==> src/rtl/core/psw_pkg.sv <==
// Shared types and constants for the power-of-two size sweep sequencer.
package psw_pkg;

    localparam int SizeBitsDef     = 16;
    localparam int DurationBitsDef = 24;
    localparam int CfgIndexBits    = 2;

    localparam int LowestReset  = 1;
    localparam int HighestReset = 64;
    localparam int StartReset   = 32;

    localparam logic ACT_START = 1'b0;

    typedef enum logic [1:0] {
        MODE_ADAPTIVE = 2'd0,
        MODE_SHRINK   = 2'd1,
        MODE_GROW     = 2'd2,
        MODE_EVERY    = 2'd3
    } t_mode;

    typedef enum logic [CfgIndexBits-1:0] {
        CFG_MODE    = 2'd0,
        CFG_LOWEST  = 2'd1,
        CFG_HIGHEST = 2'd2,
        CFG_START   = 2'd3
    } t_cfg_index;

    typedef enum logic [2:0] {
        PH_IDLE     = 3'd0,
        PH_ADAPTIVE = 3'd1,
        PH_SHRINK   = 3'd2,
        PH_GROW     = 3'd3,
        PH_EVERY    = 3'd4,
        PH_DONE     = 3'd5,
        PH_FAILED   = 3'd6
    } t_phase;

    typedef enum logic [1:0] {
        ST_FOUND  = 2'd0,
        ST_NONE   = 2'd1,
        ST_FAILED = 2'd2
    } t_status;

endpackage

==> src/rtl/core/psw_cfg.sv <==
// Configuration registers and derivation of the effective size range and start size.
module psw_cfg
    import psw_pkg::*;
#(
    parameter int SIZE_BITS = SizeBitsDef
) (
    input  logic                 i_clk,
    input  logic                 i_rst_n,
    input  logic                 i_cfg_we,
    input  logic [CfgIndexBits-1:0] i_cfg_index,
    input  logic [SIZE_BITS-1:0] i_cfg_data,
    output t_mode                o_mode,
    output logic [SIZE_BITS-1:0] o_eff_lowest,
    output logic [SIZE_BITS-1:0] o_eff_highest,
    output logic [SIZE_BITS-1:0] o_start_size
);

    t_mode                r_mode;
    logic [SIZE_BITS-1:0] r_lowest;
    logic [SIZE_BITS-1:0] r_highest;
    logic [SIZE_BITS-1:0] r_start;

    logic [SIZE_BITS-1:0] eff_lo;
    logic [SIZE_BITS-1:0] eff_hi;
    logic [SIZE_BITS-1:0] start_nz;
    logic [SIZE_BITS-1:0] smear;
    logic [SIZE_BITS-1:0] pow2;

    always_ff @(posedge i_clk) begin
        if (!i_rst_n) begin
            r_mode    <= MODE_ADAPTIVE;
            r_lowest  <= SIZE_BITS'(LowestReset);
            r_highest <= SIZE_BITS'(HighestReset);
            r_start   <= SIZE_BITS'(StartReset);
        end else if (i_cfg_we) begin
            case (t_cfg_index'(i_cfg_index))
                CFG_MODE:    r_mode    <= t_mode'(i_cfg_data[1:0]);
                CFG_LOWEST:  r_lowest  <= i_cfg_data;
                CFG_HIGHEST: r_highest <= i_cfg_data;
                CFG_START:   r_start   <= i_cfg_data;
                default: begin
                end
            endcase
        end
    end

    // The start size is rounded down to a power of two by smearing its leading one.
    always_comb begin
        eff_lo   = (r_lowest == '0) ? SIZE_BITS'(1) : r_lowest;
        eff_hi   = (r_highest < eff_lo) ? eff_lo : r_highest;
        start_nz = (r_start == '0) ? SIZE_BITS'(1) : r_start;
        smear    = start_nz;
        for (int k = 1; k < SIZE_BITS; k = k * 2) begin
            smear = smear | (smear >> k);
        end
        pow2 = smear & ~(smear >> 1);
        if (pow2 < eff_lo) begin
            pow2 = eff_lo;
        end
        if (pow2 > eff_hi) begin
            pow2 = eff_hi;
        end
    end

    assign o_mode        = r_mode;
    assign o_eff_lowest  = eff_lo;
    assign o_eff_highest = eff_hi;
    assign o_start_size  = pow2;

endmodule

==> src/rtl/core/psw_step.sv <==
// Sweep state registers and the next-size decision for one start or outcome item.
module psw_step
    import psw_pkg::*;
#(
    parameter int SIZE_BITS     = SizeBitsDef,
    parameter int DURATION_BITS = DurationBitsDef
) (
    input  logic                     i_clk,
    input  logic                     i_rst_n,
    input  logic                     i_fire,
    input  logic                     i_action,
    input  logic                     i_trial_made,
    input  logic                     i_trial_held,
    input  logic [DURATION_BITS-1:0] i_trial_duration,
    input  t_mode                    i_mode,
    input  logic [SIZE_BITS-1:0]     i_eff_lowest,
    input  logic [SIZE_BITS-1:0]     i_eff_highest,
    input  logic [SIZE_BITS-1:0]     i_start_size,
    output logic                     o_finished,
    output logic [SIZE_BITS-1:0]     o_size,
    output t_status                  o_status,
    output logic [DURATION_BITS-1:0] o_chosen_duration
);

    t_phase                   r_phase;
    logic [SIZE_BITS-1:0]     r_cur;
    logic [SIZE_BITS-1:0]     r_eff_lo;
    logic [SIZE_BITS-1:0]     r_eff_hi;
    logic                     r_found;
    logic [SIZE_BITS-1:0]     r_best_size;
    logic [DURATION_BITS-1:0] r_best_dur;

    t_phase                   n_phase;
    logic [SIZE_BITS-1:0]     n_cur;
    logic [SIZE_BITS-1:0]     n_eff_lo;
    logic [SIZE_BITS-1:0]     n_eff_hi;
    logic                     n_found;
    logic [SIZE_BITS-1:0]     n_best_size;
    logic [DURATION_BITS-1:0] n_best_dur;

    logic [SIZE_BITS-1:0]     half;
    logic [SIZE_BITS:0]       dbl;
    logic                     can_shrink;
    logic                     can_grow;
    logic                     more;
    logic                     rec;

    assign half       = r_cur >> 1;
    assign dbl        = {r_cur, 1'b0};
    assign can_shrink = (half >= r_eff_lo);
    assign can_grow   = (dbl <= {1'b0, r_eff_hi});

    always_ff @(posedge i_clk) begin
        if (!i_rst_n) begin
            r_phase     <= PH_IDLE;
            r_cur       <= '0;
            r_eff_lo    <= SIZE_BITS'(1);
            r_eff_hi    <= SIZE_BITS'(1);
            r_found     <= 1'b0;
            r_best_size <= '0;
            r_best_dur  <= '0;
        end else if (i_fire) begin
            r_phase     <= n_phase;
            r_cur       <= n_cur;
            r_eff_lo    <= n_eff_lo;
            r_eff_hi    <= n_eff_hi;
            r_found     <= n_found;
            r_best_size <= n_best_size;
            r_best_dur  <= n_best_dur;
        end
    end

    always_comb begin
        n_phase     = r_phase;
        n_cur       = r_cur;
        n_eff_lo    = r_eff_lo;
        n_eff_hi    = r_eff_hi;
        n_found     = r_found;
        n_best_size = r_best_size;
        n_best_dur  = r_best_dur;
        more        = 1'b0;
        rec         = 1'b0;

        if (i_action == ACT_START) begin
            n_eff_lo    = i_eff_lowest;
            n_eff_hi    = i_eff_highest;
            n_found     = 1'b0;
            n_best_size = '0;
            n_best_dur  = '0;
            more        = 1'b1;
            n_cur       = i_start_size;
            case (i_mode)
                MODE_ADAPTIVE: n_phase = PH_ADAPTIVE;
                MODE_SHRINK:   n_phase = PH_SHRINK;
                MODE_GROW:     n_phase = PH_GROW;
                default: begin
                    n_phase = PH_EVERY;
                    n_cur   = i_eff_highest;
                end
            endcase
        end else if (r_phase inside {PH_IDLE, PH_DONE, PH_FAILED}) begin
            more = 1'b0;
        end else if (!i_trial_made) begin
            n_phase = PH_FAILED;
        end else begin
            case (r_phase)
                PH_ADAPTIVE: begin
                    if (i_trial_held) begin
                        rec = 1'b1;
                        if (can_shrink) begin
                            n_phase = PH_SHRINK;
                            n_cur   = half;
                            more    = 1'b1;
                        end
                    end else if (can_grow) begin
                        n_phase = PH_GROW;
                        n_cur   = dbl[SIZE_BITS-1:0];
                        more    = 1'b1;
                    end
                end
                PH_SHRINK: begin
                    if (i_trial_held) begin
                        rec = 1'b1;
                        if (can_shrink) begin
                            n_cur = half;
                            more  = 1'b1;
                        end
                    end
                end
                PH_GROW: begin
                    if (i_trial_held) begin
                        rec = 1'b1;
                    end else if (can_grow) begin
                        n_cur = dbl[SIZE_BITS-1:0];
                        more  = 1'b1;
                    end
                end
                default: begin
                    rec = i_trial_held;
                    if (can_shrink) begin
                        n_cur = half;
                        more  = 1'b1;
                    end
                end
            endcase
            if (rec) begin
                n_found     = 1'b1;
                n_best_size = r_cur;
                n_best_dur  = i_trial_duration;
            end
            if (!more) begin
                n_phase = PH_DONE;
            end
        end

        if (more) begin
            o_finished        = 1'b0;
            o_size            = n_cur;
            o_status          = ST_FOUND;
            o_chosen_duration = '0;
        end else if (n_phase == PH_FAILED) begin
            o_finished        = 1'b1;
            o_size            = '0;
            o_status          = ST_FAILED;
            o_chosen_duration = '0;
        end else if (n_found) begin
            o_finished        = 1'b1;
            o_size            = n_best_size;
            o_status          = ST_FOUND;
            o_chosen_duration = n_best_dur;
        end else begin
            o_finished        = 1'b1;
            o_size            = '0;
            o_status          = ST_NONE;
            o_chosen_duration = '0;
        end
    end

endmodule

==> src/rtl/core/power_of_two_size_sweep.sv <==
// Top level of the power-of-two size sweep sequencer: input register, step logic, result register.
// One item is taken every clock cycle while the result side is not stalled: the item is held in an
// input register, the sweep decision is made in short logic that updates the sweep state, and the
// result waits in a result register until it is taken.
// A stalled result stops the input side only once the input register is also full.
// Configuration writes take effect at the next start item.
module power_of_two_size_sweep
    import psw_pkg::*;
#(
    parameter int SIZE_BITS     = SizeBitsDef,
    parameter int DURATION_BITS = DurationBitsDef
) (
    input  logic                     i_clk,
    input  logic                     i_rst_n,
    input  logic                     i_cfg_we,
    input  logic [CfgIndexBits-1:0]  i_cfg_index,
    input  logic [SIZE_BITS-1:0]     i_cfg_data,
    input  logic                     i_valid,
    output logic                     o_ready,
    input  logic                     i_action,
    input  logic                     i_trial_made,
    input  logic                     i_trial_held,
    input  logic [DURATION_BITS-1:0] i_trial_duration,
    output logic                     o_valid,
    input  logic                     i_ready,
    output logic                     o_finished,
    output logic [SIZE_BITS-1:0]     o_size,
    output logic [1:0]               o_status,
    output logic [DURATION_BITS-1:0] o_chosen_duration
);

    logic                     r_in_valid;
    logic                     r_action;
    logic                     r_made;
    logic                     r_held;
    logic [DURATION_BITS-1:0] r_dur;

    logic                     r_out_valid;
    logic                     r_finished;
    logic [SIZE_BITS-1:0]     r_size;
    t_status                  r_status;
    logic [DURATION_BITS-1:0] r_chosen_dur;

    logic                     n_finished;
    logic [SIZE_BITS-1:0]     n_size;
    t_status                  n_status;
    logic [DURATION_BITS-1:0] n_chosen_dur;

    t_mode                    mode;
    logic [SIZE_BITS-1:0]     eff_lowest;
    logic [SIZE_BITS-1:0]     eff_highest;
    logic [SIZE_BITS-1:0]     start_size;

    logic                     out_free;
    logic                     fire;
    logic                     in_take;

    assign out_free = !r_out_valid || i_ready;
    assign fire     = r_in_valid && out_free;
    assign o_ready  = !r_in_valid || fire;
    assign in_take  = i_valid && o_ready;

    psw_cfg #(
        .SIZE_BITS(SIZE_BITS)
    ) u_cfg (
        .i_clk        (i_clk),
        .i_rst_n      (i_rst_n),
        .i_cfg_we     (i_cfg_we),
        .i_cfg_index  (i_cfg_index),
        .i_cfg_data   (i_cfg_data),
        .o_mode       (mode),
        .o_eff_lowest (eff_lowest),
        .o_eff_highest(eff_highest),
        .o_start_size (start_size)
    );

    psw_step #(
        .SIZE_BITS    (SIZE_BITS),
        .DURATION_BITS(DURATION_BITS)
    ) u_step (
        .i_clk            (i_clk),
        .i_rst_n          (i_rst_n),
        .i_fire           (fire),
        .i_action         (r_action),
        .i_trial_made     (r_made),
        .i_trial_held     (r_held),
        .i_trial_duration (r_dur),
        .i_mode           (mode),
        .i_eff_lowest     (eff_lowest),
        .i_eff_highest    (eff_highest),
        .i_start_size     (start_size),
        .o_finished       (n_finished),
        .o_size           (n_size),
        .o_status         (n_status),
        .o_chosen_duration(n_chosen_dur)
    );

    always_ff @(posedge i_clk) begin
        if (!i_rst_n) begin
            r_in_valid <= 1'b0;
        end else if (in_take) begin
            r_in_valid <= 1'b1;
        end else if (fire) begin
            r_in_valid <= 1'b0;
        end
    end

    always_ff @(posedge i_clk) begin
        if (in_take) begin
            r_action <= i_action;
            r_made   <= i_trial_made;
            r_held   <= i_trial_held;
            r_dur    <= i_trial_duration;
        end
    end

    always_ff @(posedge i_clk) begin
        if (!i_rst_n) begin
            r_out_valid <= 1'b0;
        end else if (fire) begin
            r_out_valid <= 1'b1;
        end else if (i_ready) begin
            r_out_valid <= 1'b0;
        end
    end

    always_ff @(posedge i_clk) begin
        if (fire) begin
            r_finished   <= n_finished;
            r_size       <= n_size;
            r_status     <= n_status;
            r_chosen_dur <= n_chosen_dur;
        end
    end

    assign o_valid           = r_out_valid;
    assign o_finished        = r_finished;
    assign o_size            = r_size;
    assign o_status          = r_status;
    assign o_chosen_duration = r_chosen_dur;

`ifndef SYNTHESIS
    a_in_hold: assert property (@(posedge i_clk) disable iff (!i_rst_n)
        (r_in_valid && !fire) |=> r_in_valid)
        else $error("held input item was lost");

    a_stall_blocks: assert property (@(posedge i_clk) disable iff (!i_rst_n)
        (r_in_valid && r_out_valid && !i_ready) |-> !o_ready)
        else $error("input taken while both registers are full and stalled");

    a_request_clean: assert property (@(posedge i_clk) disable iff (!i_rst_n)
        (o_valid && !o_finished) |-> (o_status == ST_FOUND && o_chosen_duration == '0))
        else $error("trial request carries a status or duration");

    a_no_pick_clean: assert property (@(posedge i_clk) disable iff (!i_rst_n)
        (o_valid && o_finished && o_status != ST_FOUND) |->
        (o_size == '0 && o_chosen_duration == '0))
        else $error("finish without a held size reports a size");

    a_fire_fills: assert property (@(posedge i_clk) disable iff (!i_rst_n)
        fire |=> o_valid)
        else $error("processed item produced no result");
`endif

endmodule
==> config.mk <==
export PLATFORM = sky130hd
export DESIGN_NAME = power_of_two_size_sweep
export DESIGN_NICKNAME = d
export VERILOG_FILES = /design/src/rtl/core/psw_pkg.sv /design/src/rtl/core/psw_cfg.sv /design/src/rtl/core/psw_step.sv /design/src/rtl/core/power_of_two_size_sweep.sv
export SDC_FILE = /design/constraint.sdc
export NUM_CORES = 1
export LEC_CHECK = 0
export ABC_AREA = 1
export BUFFER_PORTS_ARGS = -buffer_cell sky130_fd_sc_hd__buf_2
export CAP_MARGIN = 25
export CORE_ASPECT_RATIO = 1.1
export CORE_MARGIN = 5
export CORE_UTILIZATION = 23
export CTS_CLUSTER_SIZE = 8
export DETAILED_ROUTE_END_ITERATION = 8
export GPL_ROUTABILITY_DRIVEN = 0
export HOLD_SLACK_MARGIN = 0.12
export SLEW_MARGIN = 20
export SYNTH_ARGS = -nofsm -noshare
export SYNTH_HDL_FRONTEND = slang
export SYNTH_SLANG_ARGS = --single-unit
==> constraint.sdc <==
create_clock -name i_clk -period 8.8 [get_ports i_clk]
set_input_delay 1.76 -clock i_clk [delete_from_list [all_inputs] [get_ports i_clk]]
set_output_delay 1.76 -clock i_clk [all_outputs]
set_load 0.1 [all_outputs]
**Yosys cells after proc, flatten, opt, wreduce, memory -nomap -nowiden**

Index checks and enable logic that the tools add are counted.

- Word-level logic and storage cells: 132
- Flip-flop bits (word level): 214

- Reduce and logical (&&, ||, !) cells: 23
- Order comparisons: 5
- Eq/ne operators: 11
- Mux-type cells: 63
- Bitwise logic cells: 8

Operators by type and width:

| kind | number |
|---|---|
| 16-bit two-way mux | 21 |
| 24-bit two-way mux | 4 |
| 16-bit case mux with 3 select lines | 1 |
| 16-bit logical NOT | 2 |
| 16-bit less-than comparator | 2 |
| 1-bit two-way mux | 26 |
| 3-bit two-way mux | 8 |
| 17-bit by 16-bit less-or-equal comparator with 1-bit output | 1 |
| 16-bit bitwise AND | 1 |
| 15-bit by 16-bit >= comparator with 1-bit output | 1 |
| 16-bit greater-than comparator | 1 |
| 15-bit inverter with 16-bit output | 1 |
| 16-bit by 12-bit OR with 16-bit output | 1 |
| 16-bit by 14-bit OR with 16-bit output | 1 |
| 16-bit by 15-bit OR with 16-bit output | 1 |
| 16-bit by 8-bit OR with 16-bit output | 1 |
| 2-bit AND reduction | 5 |
| 3-bit == test, second input constant | 3 |
| 3-bit case mux with 3 select lines | 1 |
| 3-bit OR reduction | 3 |
| 2-bit == test, second input constant | 3 |
| 3-bit by 2-bit == test with 1-bit output, second input constant | 2 |
| 2-bit by 1-bit == test with 1-bit output, second input constant | 2 |
| 2-bit logical NOT | 2 |
| 11 further kinds | 16 |

**Depth between registers and ports, before layout**

Gate-level depths: netlist of run 1.

- Depth in word-level cells: 15
- Mapped depth: 34
- Gate-level depth less buffers: 32

**Modules after synthesis**

Synthesis of run 1 repeated with hierarchy kept, for this count alone.

- Cell total of the unflattened synthesis: 1674
- Area total of the unflattened synthesis: 12550.8 um2

By module, submodules not included:

| module | area an instance (um2) | cells an instance | instances | seq. area each (um2) |
|---|---|---|---|---|
| psw_step | 6369.9 | 978 | 1 | 1841.8 |
| psw_cfg | 3983.8 | 613 | 1 | 980.9 |
| power_of_two_size_sweep | 2197.1 | 83 | 1 | 2142.1 |

**Worst setup path before layout of run 1**

OpenSTA, ideal clock, no wires.

- Kind: input to output
- Start point: input i_ready
- End point: output o_ready
- Arrival: 2568 ps
- Data required time: 7040 ps
- Stages: 2
- Buffers on the path: 0
- Setup slack: 4472 ps
- Cell sequence: inv_1 -> nand3_1

- Cells in the longest elaborated chain, start to end: 3

Ends and longest elaborated chain:

| item | RTL line | source |
|---|---|---|
| start, declared | power_of_two_size_sweep.sv:25 | `input logic i_ready,` |
| 1-bit logical OR | power_of_two_size_sweep.sv:58 | `assign out_free = !r_out_valid \|\| i_ready;` |
| 1-bit logical AND | power_of_two_size_sweep.sv:59 | `assign fire = r_in_valid && out_free;` |
| 1-bit logical OR | power_of_two_size_sweep.sv:60 | `assign o_ready = !r_in_valid \|\| fire;` |
| end, declared | power_of_two_size_sweep.sv:19 | `output logic o_ready,` |

No other way between the ends.

**Final worst setup path of run 1**

- Start point: register u_cfg.r_start[15]
- End point: register r_size[8] (netlist: o_size[8]), data pin

- Cells in the longest elaborated chain, start to end: 15

Ends and longest elaborated chain:

| item | RTL line | source |
|---|---|---|
| start, declared | psw_cfg.sv:21 | `logic [SIZE_BITS-1:0] r_start;` |
| start signal, assigned | psw_cfg.sv:34 | `r_start <= SIZE_BITS'(StartReset);` |
| start signal, assigned | psw_cfg.sv:40 | `CFG_START: r_start <= i_cfg_data;` |
| 16-bit logical NOT | psw_cfg.sv:51 | `start_nz = (r_start == '0) ? SIZE_BITS'(1) : r_start;` |
| 16-bit two-way mux * | psw_cfg.sv:51 |  |
| 16-bit by 15-bit OR with 16-bit output * | psw_cfg.sv:54 | `smear = smear \| (smear >> k);` |
| 16-bit by 14-bit OR with 16-bit output * | psw_cfg.sv:54 |  |
| 16-bit by 12-bit OR with 16-bit output * | psw_cfg.sv:54 |  |
| 16-bit by 8-bit OR with 16-bit output * | psw_cfg.sv:54 |  |
| 15-bit inverter with 16-bit output | psw_cfg.sv:56 | `pow2 = smear & ~(smear >> 1);` |
| 16-bit bitwise AND * | psw_cfg.sv:56 |  |
| 16-bit less-than comparator | psw_cfg.sv:57 | `if (pow2 < eff_lo) begin` |
| 16-bit two-way mux * | psw_cfg.sv:57 |  |
| 16-bit greater-than comparator | psw_cfg.sv:60 | `if (pow2 > eff_hi) begin` |
| 16-bit two-way mux * | psw_cfg.sv:60 |  |
| 16-bit two-way mux * | psw_step.sv:92 | `case (i_mode)` |
| 16-bit two-way mux * | psw_step.sv:84 | `if (i_action == ACT_START) begin` |
| 16-bit two-way mux * | psw_step.sv:156 | `if (more) begin` |
| via n_size[8] | power_of_two_size_sweep.sv:45 | `logic [SIZE_BITS-1:0] n_size;` |
| end signal, assigned | power_of_two_size_sweep.sv:130 | `r_size <= n_size;` |
| end, declared | power_of_two_size_sweep.sv:40 | `logic [SIZE_BITS-1:0] r_size;` |

The timed path passes the listed nets; every way through them passes the cells marked *.
A chain may end at the register's enable or synchronous reset.

==> results.py, run 1 <==
metrics = {
    "logic_synthesis": {
        "ys_ff_latch": 213,
        "synth.avg_cell_area_um2": 7.51,
        "synth_top_area_share_pct": 23.6,
        "synthTopCellsByArea": "dfxtp_1 (24%), edfxtp_1 (17%), nand2_1 (11%)",
        "syn-cell-area_um2": 12100,
        "yosysSeqAreaShare_pct": 41.0,
        "yosysTopAreaCell": "dfxtp_1",
        "ys_warn_count": 0,
        "ys.flop_type": "dfxtp_1",
        "synth_nets": 1739,
        "async_flop_share_pct": 0,
        "synthCells": 1612,
        "yosysUniqueCellTypes": 45,
        "synth_edf_count": 70,
    },
    "layout": {
        "antennaDiodeCount": 0,
        "fin_area_um2": 14000,
        "seq_area_um2": 4960,
        "fillCellCount": 5672,
        "finalCoreUtilization_pct": 26.7,
        "fin_nets": 1791,
        "area_growth_pct": 15.5,
        "multi_input_area_um2": 6210,
        "drive_gt1_share_pct": 10.8,
    },
    "sta": {
        "rsz0062_at_grt": "no",
        "hold_violations": 0,
        "period_share_pct": 60.7,
        "worst_pin_slew_ns": 1.04,
        "relSlewSlack_pct": 30.7,
        "fin_tns_setup_ns": 0,
        "layout_setup_ws_ns": 3.46,
        "finClkSkew_ns": 0.0147,
        "whs_ns": 0.481,
        "drv_slew": 0,
        "period_minus_slack_ns": 5.34,
        "fmaxAchievable_ghz": 0.187,
        "finalSetupViolations": 0,
    },
    "worst_setup_path": {
        "rrSetupSlack_ns": 3.46,
        "slowest_stage": "a21oi_2",
        "cp-start-kind": "flop",
        "end_kind": "flop",
        "worst_path_most_repeated_cell": "nand2_1",
        "crit_type": "flop to flop",
        "crit-reg2reg-launch": "u_cfg.r_start[15]",
        "cp.arrival_ns": 5.64,
        "max_stage_delay_ns": 0.67,
        "required_ns": 9.10,
        "rr_worst_depth": 28,
        "cp_max_fo": 17,
        "regToRegEndpoint": "o_size[8]",
    },
    "grt": {
        "use_met2_pct": 23.0,
        "grt_max_degree": 94,
        "grt_pass1_wl_um": 62100,
        "top_usage_layer": "met2",
        "grt_pass1_vias": 11200,
        "use_met3_pct": 1.77,
        "use_met1_pct": 17.0,
        "antenna_found_initial": 0,
        "track_usage_pct": 13.1,
        "grt_overflow": 0,
    },
    "place": {
        "dpl.hpwl_um": 28400,
        "portBuffers": 94,
        "dpl_worst_slack_ns": 3.53,
        "place_area_um2": 13100,
    },
    "status": {
        "status": "complete, no violations",
    },
    "power": {
        "power_density_nw_per_um2": 218,
        "leakage_uw": 0.00614,
        "p_sw_share_pct": 35.9,
        "p_int_uw": 1950,
        "ir_drop_mv": 0.152,
        "clockPowerShare_pct": 34.4,
        "p_switching_uw": 1090,
        "p_seq_share_pct": 36.9,
        "power_frac_comb_pct": 28.6,
    },
    "clock_tree": {
        "h-tree-depth": 1,
        "clockBufferDepth": 3,
        "cts_setup_buffers": 0,
        "tritoncts": "done",
        "hold_buffers": 0,
        "clockRootBuffer": "clkbuf_16",
        "clkTransAtPathRegs_ns": 0.06,
        "cts.repair.resized": 0,
        "cts_sinks": 213,
        "cts_buffers": 30,
        "worstSkewPairLatency_ns": 0.55,
    },
    "min_path": {
        "hold_path_depth": 2,
        "hp-class": "flop to flop",
        "worstHoldStart": "u_step.r_eff_hi[0]",
        "hold_end": "u_step.r_eff_hi[0]",
    },
    "floorplan": {
        "pin_count": 95,
        "core_area_um2": 52300,
        "die_y_um": 251,
        "die_x_um": 229,
        "die-area_um2": 57400,
        "num_rows": 88,
        "start_util_pct": 23.2,
    },
    "routing": {
        "wl_um": 39100,
        "vias_per_cell": 4.88,
        "vias": 11500,
        "dr.first_iter.drc_count": 885,
        "drt-wirelength-per-cell_um": 16.6,
        "drcViolationCount": 0,
        "ant_nets": 0,
        "drtPass1Iterations": 6,
    },
    "job": {
        "cap_violations": 0,
    },
}
cell families after synthesis:
logic type,share of synthesized area (%)
fa+ha+maj,7.95
compound gates,18.8
simple gates,24.4
flops,41.0
buf+inv,7.87
power groups by stage:
stage / Clock [uW] / Combinational [uW] / Sequential [uW]
global placement: 0 / 841 / 1140
CTS: 1070 / 865 / 1130
finish: 1050 / 872 / 1130
detailed placement: 0 / 860 / 1150
floorplan: 0 / 584 / 1200
global route: 1120 / 977 / 1130
synthesized netlist by cell type, types with 3 or more instances:
master      n
a211oi_1    3
a21oi_1   117
a22oi_1    14
a31oi_1     3
and2_1     16
buf_1       6
buf_2      18
clkbuf_1   54
dfxtp_1   143
edfxtp_1   70
ha_1       77
inv_1     148
inv_2       7
nand2_1   344
nand2_2    15
nand3_1   138
nand4_1    11
nor2_1    119
nor2_2     11
nor3_1     14
o211ai_1   11
o21a_1      4
o21ai_0   171
o21ai_1    10
o21bai_1   25
o221ai_1    6
o22ai_1    32
sequential cells by signal, indices dropped and copies added, names as in the netlist:
register,count
o_finished,1
u_step.r_cur,16
r_in_valid,1
u_step.r_eff_hi,16
u_cfg.r_highest,16
u_cfg.r_lowest,16
r_dur,24
u_cfg.o_mode,2
o_status,2
o_chosen_duration,24
u_step.r_found,1
o_valid,1
r_made,1
u_step.r_phase,3
r_held,1
u_cfg.r_start,15
o_size,16
u_step.r_best_dur,24
u_step.r_best_size,16
u_step.r_eff_lo,16
r_action,1
how the worst max path moves through the flow:
stage,startpoint,cells after the start,slack (ns),end
after floorplan,i_ready,2,4.47,o_ready
after CTS,u_cfg.r_start[15],28,3.50,o_size[8]
after detailed placement,u_cfg.r_start[15],28,3.53,o_size[8]
after global placement,u_cfg.r_start[11],26,3.21,o_size[8]
after global routing,u_cfg.r_start[15],28,2.88,o_size[1]
final,u_cfg.r_start[15],28,3.46,o_size[8]
cell usage in the layout (no fill, tap or decap), types with 2 or more instances in the layout:
| cell | instances |
|---|---|
| nand2_1 | 344 |
| o21ai_0 | 171 |
| inv_1 | 147 |
| dfxtp_1 | 143 |
| nand3_1 | 138 |
| nor2_1 | 119 |
| a21oi_1 | 116 |
| buf_2 | 94 |
| ha_1 | 77 |
| edfxtp_1 | 70 |
| o22ai_1 | 32 |
| clkbuf_16 | 30 |
| o21bai_1 | 25 |
| and2_1 | 16 |
| nand2_2 | 15 |
| clkbuf_1 | 15 |
| nor3_1 | 14 |
| a22oi_1 | 14 |
| nand4_1 | 11 |
| nor2_2 | 11 |
| o211ai_1 | 11 |
| o21ai_1 | 9 |
| inv_2 | 7 |
| buf_4 | 7 |
| o221ai_1 | 6 |
| o21a_1 | 4 |
| a211oi_1 | 3 |
| a31oi_1 | 3 |
| nand2_4 | 2 |
| nor4_1 | 2 |
| a21o_1 | 2 |
| nor2_4 | 2 |
| a21oi_2 | 2 |
| nand3_4 | 2 |
final cells by class:
| cell class | instances | share of cell area [%] |
|---|---|---|
| well taps | 675 | 6.04 |
| inverters | 156 | 4.21 |
| clock inverters | 2 | 0.152 |
| clock buffers | 45 | 5.77 |
| multi-input cells | 1160 | 44.4 |
| repair buffers | 103 | 3.93 |
| flip-flops and latches | 213 | 35.5 |
metal layers:
layer,share of wire [%],wire (um),up-vias
met2,49,19200,385
li1,-,-,5583
met3,5.5,2140,70
met4,2.4,927,0
met1,43,16800,5451
met5,0,0,-
worst max-delay path: cells and delay by family, from the launching register on:
family | cells | cell delay (ns)
and+or+nand+nor | 21 | 2.85
AOI/OAI and AO/OA | 5 | 1.20
adders and majority gates | 2 | 0.67
DFF | 1 | 0.36
through the flow:
stage               power (uW)  cells
floorplan                 1790   1612
global placement          1990   2305
detailed placement        2010   2306
CTS                       3060   2353
global route              3220   2354
finish                    3050   2354
(Power assumes the default switching activity.)
==> run 2, diff against run 1 <==
==> constraint.sdc (replaced) <==
create_clock -name i_clk -period 4.4 [get_ports i_clk]
set_input_delay 0.88 -clock i_clk [delete_from_list [all_inputs] [get_ports i_clk]]
set_output_delay 0.88 -clock i_clk [all_outputs]
set_load 0.1 [all_outputs]
==> run 2 against run 1 <==
  * The flow now finishes with violations (setup timing)
  * Sequential power up 99%
  * Utilization rose by 1.9 points
  * Global-route usage decreased by 0.24 points
  * Routed wire length is 1.4% higher
  * Setup slack got worse by 3.5 ns
  * Worst hold slack worse by 0.0068 ns
  * Flip-flop and latch count is the same
  * Non-clock buffer count is 54 higher
  * Via count is 2.1% higher
  * Critical path depth down 1
  * First-iteration DRC count is 14% higher
  * Power grew 120%
  * Critical endpoint is now o_size[14]
  * Largest cell class unchanged
  * Largest power group unchanged
==> results.py, run 2 (synthesis gave the netlist of run 1 again) <==
metrics = {
    "worst_setup_path": {
        "end_kind": "flop",
        "regToRegEndpoint": "o_size[14]",
        "crit_type": "flop to flop",
        "max_stage_delay_ns": 0.34,
        "worst-path-buf-inv": 3,
        "rr_worst_depth": 27,
        "path_depth": 27,
        "slowest_stage": "dfxtp_2",
        "rrSetupSlack_ns": -0.03,
        "required_ns": 4.72,
        "cp_max_fo": 8,
        "worst_path_most_repeated_cell": "nand2_1",
        "crit-reg2reg-launch": "u_cfg.r_start[12]",
        "cp-start-kind": "flop",
        "cp.arrival_ns": 4.75,
        "crit_family": "simple AND/OR/NAND/NOR gates",
    },
    "layout": {
        "final_cells": 2410,
        "fin_area_um2": 15000,
        "layout_common_cells": "nand2_1 (328), o21ai_0 (170), inv_1 (144)",
        "final_common_cell": "nand2_1",
        "drive_gt1_share_pct": 18.4,
        "fin_nets": 1846,
        "antennaDiodeCount": 0,
        "area_growth_pct": 23.6,
    },
    "sta": {
        "finClkSkew_ns": 0.0191,
        "hold_violations": 0,
        "relSlewSlack_pct": 32.2,
        "fmaxAchievable_ghz": 0.226,
        "period_share_pct": 101,
        "drv_slew": 0,
        "finalSetupViolations": 8,
        "layout_setup_ws_ns": -0.0285,
        "rsz0062_at_grt": "yes",
        "worst_pin_slew_ns": 1.01,
        "period_minus_slack_ns": 4.43,
    },
    "floorplan": {
        "start_util_pct": 23.2,
        "die-area_um2": 57400,
        "num_rows": 88,
        "die_y_um": 251,
        "core_area_um2": 52300,
        "die_x_um": 229,
        "pin_count": 95,
    },
    "clock_tree": {
        "clockRootBuffer": "clkbuf_16",
        "clockBufferDepth": 3,
        "h-tree-depth": 1,
        "clkTransAtPathRegs_ns": 0.05,
        "tritoncts": "done",
        "worstSkewPairLatency_ns": 0.57,
        "cts_sinks": 213,
        "cts_buffers": 30,
    },
    "power": {
        "ir_drop_mv": 0.334,
        "leakage_uw": 0.00658,
        "power_density_nw_per_um2": 440,
        "power_uw": 6580,
    },
    "routing": {
        "drt-wirelength-per-cell_um": 16.4,
        "vias_per_cell": 4.87,
        "drcViolationCount": 0,
        "vias": 11700,
        "drtPass1Iterations": 5,
        "dr.first_iter.drc_count": 1012,
        "ant_nets": 0,
        "wl_um": 39600,
    },
    "place": {
        "place_area_um2": 13500,
        "dpl.hpwl_um": 28400,
        "dp_cells": 2350,
        "dpl_worst_slack_ns": -0.150,
        "portBuffers": 94,
    },
    "grt": {
        "antenna_found_initial": 0,
        "grt_pass1_vias": 11100,
        "grt_pass1_wl_um": 60900,
        "track_usage_pct": 12.9,
        "grt_max_degree": 120,
        "grt_overflow": 0,
    },
    "status": {
        "status": "complete, but fails checks",
        "failed_checks": "setup timing",
    },
    "min_path": {
        "worstHoldStart": "u_cfg.r_start[1]",
        "hold_end": "u_cfg.r_start[1]",
        "hold_path_depth": 2,
        "hp-class": "flop to flop",
    },
    "job": {
        "cap_violations": 0,
    },
}
-- run 2: cell types whose count changed in the layout (fill, tap and decap cells not counted), moves of 5 or more --
cell	before	now
buf_4	7	51
ha_1	77	71
ha_4	0	6
nand2_1	344	328
nand2_2	15	26
nand2_4	2	7
nand3_1	138	95
nand3_2	1	43
-- run 2: final cells by class --
class	instances	area [um^2]
Sequential cell	213	4970
Tap cell	675	845
Inverter	156	588
Clock buffer	47	815
Multi-Input combinational cell	1161	6680
Clock inverter	1	30.0
Timing Repair Buffer	157	1050
Fill cell	5541	37300
-- run 2: power breakdown --
group | switching [uW] | internal, uW
sequential | 94.5 | 2160
clock | 861 | 1250
combinational | 1430 | 793
total | 2380 | 4200
-- run 2: worst max-delay path by stage --
stage,start,end,slack (ns)
6_report,u_cfg.r_start[12],o_size[14],-0.03
3_5_place_dp,u_cfg.r_start[15],o_size[6],-0.15
3_3_place_gp,u_cfg.r_start[15],o_size[8],0.02
5_1_grt,u_cfg.r_start[12],o_size[6],-0.29
4_1_cts,u_cfg.r_start[15],o_size[6],0.004
2_1_floorplan,u_cfg.r_start[15],o_size[5],0.10
-- run 2: through the flow --
step                utilization [%]  hold slack (ns)  TNS (ns)
finish                         28.6            0.474   -0.0925
detailed placement             25.8            0.463     -1.24
CTS                            27.5            0.454         0
global route                   28.6            0.455     -6.36
floorplan                         -            0.429         0
global placement               25.8            0.462         0
-- run 2: timing repair --
| action | in CTS | in global routing |
|---|---|---|
| setup buffers | 0 | 7 |
| pin swaps | 0 | 43 |
| endpoints found under the setup margin | 16 | 32 |
| cloned | 0 | 4 |
| hold buffers | 0 | 0 |
| resized for setup | 3 | 101 |
-- run 2: per-layer routing --
| metal | share of wire [%] | track usage (%) | up-vias | wire [um] |
|---|---|---|---|---|
| met5 | 0 | 0 | - | 0 |
| met4 | 3.4 | 4.38 | 0 | 1330 |
| met3 | 5.1 | 1.58 | 103 | 2020 |
| met2 | 49 | 22.4 | 376 | 19400 |
| met1 | 43 | 16.5 | 5553 | 16900 |
| li1 | - | - | 5703 | - |
-- run 2: worst register-to-register path, cell delays in order, from the launching register on --
cell	delay, ns
dfxtp_2	0.34
nor2_4	0.12
nand4_1	0.14
nor3_2	0.29
inv_1	0.13
nor3_2	0.22
ha_1	0.28
a21oi_1	0.14
nor2_1	0.07
a211oi_2	0.21
nand2_2	0.09
nand2_4	0.15
buf_12	0.14
nand3_1	0.10
nand2_1	0.14
ha_4	0.23
a21oi_2	0.16
o21a_1	0.15
o21bai_1	0.08
nand2_1	0.07
o2111ai_2	0.12
a21oi_2	0.23
buf_6	0.19
nand3_2	0.11
nand3_2	0.11
nand2_2	0.06
nand2_1	0.06
nand2_1	0.07
